[src/rtl/spq_pkg.sv]
// Package for the sorted priority queue: capacity, field widths, status codes,
// and the types shared by the cell chain, the top level and the checker.
// Depends on nothing.
package spq_pkg;

   // Number of cells in the chain (range 2 to 31, as the fill count field is FILL_W bits).
   localparam int CAPACITY = 16;
   localparam int CNT_W    = $clog2(CAPACITY + 1);

   // Fixed field widths.
   localparam int VALUE_W = 32;
   localparam int PRIO_W  = 16;
   localparam int FILL_W  = 5;
   localparam int STAT_W  = 2;

   // Packed stream widths.
   localparam int REQ_DATA_W = 48;
   localparam int RSP_DATA_W = 40;
   localparam int RSP_USER_W = 3;

   // Action codes carried in req_tuser.
   typedef enum logic {
      ACT_INSERT = 1'b0,
      ACT_SERVE  = 1'b1
   } action_type;

   // Result status codes.
   typedef enum logic [STAT_W-1:0] {
      ST_OK    = 2'd0,
      ST_EMPTY = 2'd1,
      ST_FULL  = 2'd2
   } status_type;

   // One stored entry.
   typedef struct packed {
      logic signed [VALUE_W-1:0] value;
      logic [PRIO_W-1:0]         prio;
   } entry_type;

   // Per-cycle control seen by one cell.
   typedef struct packed {
      logic insert;      // an insert is taking place this cycle
      logic serve;       // a serve is taking place this cycle
      logic occupied;    // this cell holds a live entry
      logic left_after;  // the new entry goes after the left neighbor's entry
   } cell_ctrl_type;

endpackage

[src/rtl/sorted_priority_queue.sv]
// Sorted priority queue, lowest priority number served first, ties first in first out.
// The result item of an accepted item is in the output register in the cycle after it is accepted.
// Throughput: one item per cycle while the consumer takes results; every cell of the chain compares and shifts at once.
// Reset (synchronous, active high) empties the queue and drops any pending result.
// Cell contents are not reset; only cells below the fill count are ever read.
// Depends on spq_pkg and spq_cell.
module sorted_priority_queue (
   input  logic                               clock,
   input  logic                               reset,
   input  logic                               req_tvalid,
   output logic                               req_tready,
   input  logic [spq_pkg::REQ_DATA_W-1:0]     req_tdata,  // item_value[31:0], item_priority[47:32]
   input  logic                               req_tuser,  // action[0]
   output logic                               rsp_tvalid,
   input  logic                               rsp_tready,
   output logic [spq_pkg::RSP_DATA_W-1:0]     rsp_tdata,  // served_value[31:0], fill_count[36:32], zero
   output logic [spq_pkg::RSP_USER_W-1:0]     rsp_tuser   // served_valid[0], status[2:1]
);
   import spq_pkg::*;

   logic                     req_accept;
   logic                     do_insert;
   logic                     do_serve;
   logic                     is_full;
   logic                     is_empty;
   entry_type                new_entry;
   entry_type                cell_entry [CAPACITY];
   logic [CAPACITY-1:0]      cell_after;
   cell_ctrl_type            cell_ctrl  [CAPACITY];

   logic [CNT_W-1:0]         count_ff;
   logic [CNT_W-1:0]         count_in;
   logic                     rsp_valid_ff;
   logic                     rsp_valid_in;
   logic [RSP_DATA_W-1:0]    rsp_data_ff;
   logic [RSP_DATA_W-1:0]    rsp_data_in;
   logic [RSP_USER_W-1:0]    rsp_user_ff;
   logic [RSP_USER_W-1:0]    rsp_user_in;
   logic signed [VALUE_W-1:0] served_value;
   logic                     served_valid;
   status_type               status;
   logic [FILL_W+CNT_W-1:0]  fill_wide;
   logic [FILL_W-1:0]        fill_count;

   // An item is taken whenever the output register is free or being emptied.
   assign req_tready = !rsp_valid_ff || rsp_tready;
   assign req_accept = req_tvalid && req_tready;

   assign new_entry.value = req_tdata[VALUE_W-1:0];
   assign new_entry.prio  = req_tdata[VALUE_W+PRIO_W-1:VALUE_W];

   assign is_full   = (count_ff == CNT_W'(CAPACITY));
   assign is_empty  = (count_ff == '0);
   assign do_insert = req_accept && (req_tuser == ACT_INSERT) && !is_full;
   assign do_serve  = req_accept && (req_tuser == ACT_SERVE) && !is_empty;

   // The chain of cells; the first cell sees a virtual left neighbor that the
   // new entry always follows, the last cell refills from itself on a serve.
   for (genvar i = 0; i < CAPACITY; i++) begin : g_cell
      assign cell_ctrl[i].insert     = do_insert;
      assign cell_ctrl[i].serve      = do_serve;
      assign cell_ctrl[i].occupied   = (CNT_W'(i) < count_ff);
      assign cell_ctrl[i].left_after = (i == 0) ? 1'b1 : cell_after[(i == 0) ? 0 : i-1];

      spq_cell u_cell (
         .clock       (clock),
         .ctrl        (cell_ctrl[i]),
         .new_entry   (new_entry),
         .left_entry  (cell_entry[(i == 0) ? 0 : i-1]),
         .right_entry (cell_entry[(i == CAPACITY-1) ? i : i+1]),
         .entry       (cell_entry[i]),
         .after       (cell_after[i])
      );
   end

   // Fill count follows the inserts and serves that really change the queue.
   always_comb begin
      count_in = count_ff;
      priority if (do_insert) begin
         count_in = count_ff + CNT_W'(1);
      end else if (do_serve) begin
         count_in = count_ff - CNT_W'(1);
      end
   end

   // Build the result item for the accepted input item.
   always_comb begin
      served_value = '0;
      served_valid = 1'b0;
      status       = ST_OK;
      if (req_tuser == ACT_SERVE) begin
         if (is_empty) begin
            status = ST_EMPTY;
         end else begin
            served_value = cell_entry[0].value;
            served_valid = 1'b1;
         end
      end else if (is_full) begin
         status = ST_FULL;
      end
      fill_wide   = {{FILL_W{1'b0}}, count_in};
      fill_count  = fill_wide[FILL_W-1:0];
      rsp_data_in = {{(RSP_DATA_W-VALUE_W-FILL_W){1'b0}}, fill_count, served_value};
      rsp_user_in = {status, served_valid};
   end

   // Output register holds a result until the consumer takes it.
   always_comb begin
      rsp_valid_in = rsp_valid_ff;
      priority if (req_accept) begin
         rsp_valid_in = 1'b1;
      end else if (rsp_tready) begin
         rsp_valid_in = 1'b0;
      end
   end

   always_ff @(posedge clock) begin
      if (reset) begin
         count_ff     <= '0;
         rsp_valid_ff <= 1'b0;
      end else begin
         count_ff     <= count_in;
         rsp_valid_ff <= rsp_valid_in;
      end
   end

   always_ff @(posedge clock) begin
      if (req_accept) begin
         rsp_data_ff <= rsp_data_in;
         rsp_user_ff <= rsp_user_in;
      end
   end

   assign rsp_tvalid = rsp_valid_ff;
   assign rsp_tdata  = rsp_data_ff;
   assign rsp_tuser  = rsp_user_ff;

endmodule

[src/rtl/spq_cell.sv]
// One cell of the sorted queue chain: holds one entry and, on each item,
// keeps it, takes the new entry, or takes the entry of its left or right neighbor.
// Depends on spq_pkg.
module spq_cell (
   input  logic                  clock,
   input  spq_pkg::cell_ctrl_type ctrl,
   input  spq_pkg::entry_type    new_entry,
   input  spq_pkg::entry_type    left_entry,
   input  spq_pkg::entry_type    right_entry,
   output spq_pkg::entry_type    entry,
   output logic                  after
);
   import spq_pkg::*;

   entry_type entry_ff;
   entry_type entry_in;

   // The new entry belongs behind this one when this entry's priority is
   // less than or equal to it, which keeps equal priorities in arrival order.
   assign after = ctrl.occupied && (entry_ff.prio <= new_entry.prio);

   // Select the next content of the cell.
   always_comb begin
      entry_in = entry_ff;
      priority if (ctrl.insert) begin
         priority if (after) begin
            entry_in = entry_ff;
         end else if (ctrl.left_after) begin
            entry_in = new_entry;
         end else begin
            entry_in = left_entry;
         end
      end else if (ctrl.serve) begin
         entry_in = right_entry;
      end
   end

   // Entry storage needs no reset; only cells below the fill count are read.
   always_ff @(posedge clock) begin
      entry_ff <= entry_in;
   end

   assign entry = entry_ff;

endmodule

[config.mk]
export PLATFORM = sky130hd
export DESIGN_NAME = sorted_priority_queue
export DESIGN_NICKNAME = d
export VERILOG_FILES = /design/src/rtl/spq_pkg.sv /design/src/rtl/sorted_priority_queue.sv /design/src/rtl/spq_cell.sv
export SDC_FILE = /design/constraint.sdc
export NUM_CORES = 2
export LEC_CHECK = 0
export BUFFER_PORTS_ARGS = -buffer_cell sky130_fd_sc_hd__buf_2
export CAP_MARGIN = 30
export CORE_ASPECT_RATIO = 1.25
export CORE_MARGIN = 1
export CORE_UTILIZATION = 35
export DETAILED_ROUTE_END_ITERATION = 8
export PLACE_DENSITY = 0.55
export SLEW_MARGIN = 20
export SYNTH_ARGS = -nofsm -noshare
export SYNTH_HDL_FRONTEND = slang
export SYNTH_HIERARCHICAL = 1
export SYNTH_SLANG_ARGS = --single-unit
[constraint.sdc]
create_clock -name clock -period 6.1 [get_ports clock]
set_input_delay 0.61 -clock clock [delete_from_list [all_inputs] [get_ports clock]]
set_output_delay 0.61 -clock clock [all_outputs]
set_load 0.01 [all_outputs]
==> implementation parameters <==
Parameter                              Value

Status
  Status ... complete, no violations

STA
  Sum of negative setup slack ... 0 ns
  Count of endpoints failing hold in the final timing report ... 0
  Setup Viol. Count Final ... 0
  Slew Limit Headroom ... 0.167
  Worst path setup slack after routing ... around 1.8 ns
  Clock tree skew after final layout ... around 0.029 ns
  Number of slew-limit violations in the final report ... 0
  Portion of the clock cycle consumed by the worst path in the final layout ... 0.709
  Worst slew pin tran ... roughly 1.3 ns
  Post-layout min period ... roughly 4.3 ns
  Maximum clock frequency ... 0.231 GHz
  RSZ-0062 raised after global routing ... no
  Hold WS ... approximately 0.21 ns

Synth
  Avg Inst Size Synth ... roughly 11 sq um
  Gate count after technology mapping ... 4462
  Total of warnings raised by yosys ... 6
  Mapped cell area ... 48700 sq um

Clock tree
  Quantity of hold-fixing buffers added after cts ... 0
  Clk Latency, worst-skew pair ... about 0.7 ns
  Sink Count ... 814
  CTS H-Tree Depth ... 3
  CTS tree ... yes
  Post-CTS Setup Repair Bufs ... 0
  Clock Path Buffers ... 3
  Register clock-pin slew on the reported worst setup and hold paths ... approximately 0.060 ns
  Resized cells post-CTS ... 0
  Number of CTS-inserted buffers ... around 90
  Buffer type at the clock tree root ... sky130_fd_sc_hd__clkbuf_16

Placement
  I/O Buffers ... 94
  Detailed placement HPWL ... 86400 um
  Worst slack after detailed placement ... ~1.8 ns
  Routability Congestion ... between 0.8 and 0.9

Setup path
  Slack of the worst reg-to-reg path ... 1.77 ns
  Required time at the worst-slack endpoint ... around 6.5 ns
  WP data arrival ... around 4.8 ns
  Number of cells on the worst reg-to-reg path ... 8
  Critical Path Start Type ... flip-flop
  CP max FO ... between 200 and 300
  Destination of the worst register-to-register timing path ... g_cell[3].u_cell/entry[44]$_DFFE_PP_
  Worst Setup Path Type ... flip-flop to flip-flop
  Critical register-to-register path startpoint ... count_ff[0]$_SDFF_PP0_
  Critical Path End Type ... flip-flop

Die
  Die span in y ... approximately 420 um
  Placeable Area ... around 140000 sq um
  Starting utilization of the core area ... 0.353
  Std cell rows ... 152
  Horizontal extent of the die ... about 340 um
  Number of I/O pins ... between 90 and 100
  Total die area ... ~140000 sq um

Run
  Max-cap violations ... 0

Routing
  Wire length per cell after detailed routing ... 20.8 um
  Met1 layer wirelength in the final routing ... 58400 um
  Count of unresolved DRC violations after routing ... 0
  Uppermost signal routing layer after detailed routing ... met5
  First drt pass iteration count ... 6
  Number of DRC markers in iteration 0 ... around 2100
  Detailed-route vias per instance ... roughly 5.3
  Remaining antenna violation count ... 0
  Met3 routed wirelength ... roughly 4600 um
  Wire length after detailed routing ... 132000 um
  Vias ... ~34000
  Met2 wire len ... 65900 um

GRT
  Total global routing track utilization ... 0.186
  Number of antenna violations at the first check in global routing ... 3
  Maximum number of pins on one net before global-route repair ... about 250
  First-pass GRT wire length ... a little over 200000 um
  Overflow left after global routing ... 0
  Number of global-route vias before repair ... 34000

Power and ir drop
  Power Density ... roughly 340 nW/um^2
  Worst IR drop on VDD ... 0.000226 V
  Total Power ... approximately 18000 uW
  Leakage ... 0.0192 uW

Cells and area
  Relative area change from synthesis to final layout ... 9.59%
  Post-layout util ... 0.387
  Count of nets after finishing ... 4752
  Share of post-route cells with drive strength above 1 ... 0.0959

Min path
  Min-delay src ... req_tvalid
  WHS Endpoint ... rsp_tvalid$_SDFFE_PP0P_
  Worst hold stages ... 3
  Kind of path behind the tightest hold check ... primary input to flip-flop
[report_power, final]
group	internal, uW	switching [uW]	total, uW	leakage (uW)
Sequential	7590	658	8250	0.00767
Combinational	1630	2780	4410	0.0102
Clock	2880	2410	5290	0.00136
Total	12100	5840	18000	0.0192
[through the flow]
step | cell area, sq um | std cells
after floorplan | 48700 | 4464
after global placement | 50500 | 6194
after detailed placement | 50500 | 6195
after CTS | 53300 | 6360
after global routing | 53300 | 6361
final | 53300 | 6362
[layer usage]
metal / vias to the layer above / global-route usage
li1: 16200 / -
met1: 16900 / 0.240
met2: 580 / 0.322
met3: 168 / 0.0192
met4: 4 / 0.0610
met5: - / 0
[flip-flops by register name, indices dropped and copies added (netlist names)]
signal / flops
rsp_tvalid: 1
rsp_tuser: 3
rsp_tdata: 37
g_cell.u_cell/entry: 768
count_ff: 5
[worst max-delay path by stage]
stage / start / to / slack, ns / cells after the start
after floorplan: count_ff[0]$_SDFF_PP0_ / g_cell[0].u_cell/entry[0]$_DFFE_PP_ / 1.73 / 9
after global placement: req_tdata[35] / g_cell[8].u_cell/entry[42]$_DFFE_PP_ / 1.91 / 10
after detailed placement: count_ff[0]$_SDFF_PP0_ / g_cell[9].u_cell/entry[6]$_DFFE_PP_ / 1.84 / 10
after CTS: count_ff[0]$_SDFF_PP0_ / g_cell[9].u_cell/entry[10]$_DFFE_PP_ / 1.85 / 10
after global routing: count_ff[0]$_SDFF_PP0_ / g_cell[6].u_cell/entry[32]$_DFFE_PP_ / 1.52 / 10
final: count_ff[0]$_SDFF_PP0_ / g_cell[3].u_cell/entry[44]$_DFFE_PP_ / 1.77 / 8
[cell usage in the layout (no fill, tap or decap), types with 4 or more instances in the layout]
master,n
sky130_fd_sc_hd__clkbuf_1,16
sky130_fd_sc_hd__nor2b_1,7
sky130_fd_sc_hd__and4_1,16
sky130_fd_sc_hd__nand4_2,21
sky130_fd_sc_hd__o21ai_0,5
sky130_fd_sc_hd__nor2_1,795
sky130_fd_sc_hd__dfxtp_1,6
sky130_fd_sc_hd__nand2_1,61
sky130_fd_sc_hd__a21oi_2,16
sky130_fd_sc_hd__and2_1,32
sky130_fd_sc_hd__clkinv_2,21
sky130_fd_sc_hd__a211oi_1,16
sky130_fd_sc_hd__bufinv_16,4
sky130_fd_sc_hd__o31a_1,16
sky130_fd_sc_hd__edfxtp_1,808
sky130_fd_sc_hd__buf_12,26
sky130_fd_sc_hd__nor2b_4,15
sky130_fd_sc_hd__o21a_1,16
sky130_fd_sc_hd__conb_1,4
sky130_fd_sc_hd__inv_1,262
sky130_fd_sc_hd__ha_1,260
sky130_fd_sc_hd__a21boi_2,16
sky130_fd_sc_hd__a21o_2,16
sky130_fd_sc_hd__inv_6,4
sky130_fd_sc_hd__nand4_1,27
sky130_fd_sc_hd__nand3_1,18
sky130_fd_sc_hd__clkinv_1,23
sky130_fd_sc_hd__clkbuf_16,89
sky130_fd_sc_hd__buf_2,94
sky130_fd_sc_hd__mux2i_1,768
sky130_fd_sc_hd__a21o_1,16
sky130_fd_sc_hd__o211ai_2,16
sky130_fd_sc_hd__nor2b_2,11
sky130_fd_sc_hd__a21oi_1,867
sky130_fd_sc_hd__buf_4,47
sky130_fd_sc_hd__nor3_2,16
sky130_fd_sc_hd__o221ai_1,16
sky130_fd_sc_hd__o21bai_1,5
[area by class of cell]
type / instances / area, sq um
diodes: 1 / 2.50
clock buffers: 106 / 2300
clock inverters: 59 / 465
fillers: 13600 / 84400
inverters: 264 / 991
multi-input cells: 3103 / 21500
flip-flops and latches: 814 / 24400
well taps: 1848 / 2310
repair buffers: 167 / 1340
[worst max-delay path, cell delays in order (launching register included)]
cell,delay (ns)
sky130_fd_sc_hd__dfxtp_1,0.57
sky130_fd_sc_hd__inv_1,0.18
sky130_fd_sc_hd__ha_1,0.28
sky130_fd_sc_hd__and4bb_2,0.29
sky130_fd_sc_hd__nor4b_4,0.59
sky130_fd_sc_hd__buf_12,0.41
sky130_fd_sc_hd__buf_12,0.53
sky130_fd_sc_hd__buf_4,0.57
sky130_fd_sc_hd__a21oi_1,0.14
Power figures use the tool's default switching activity.
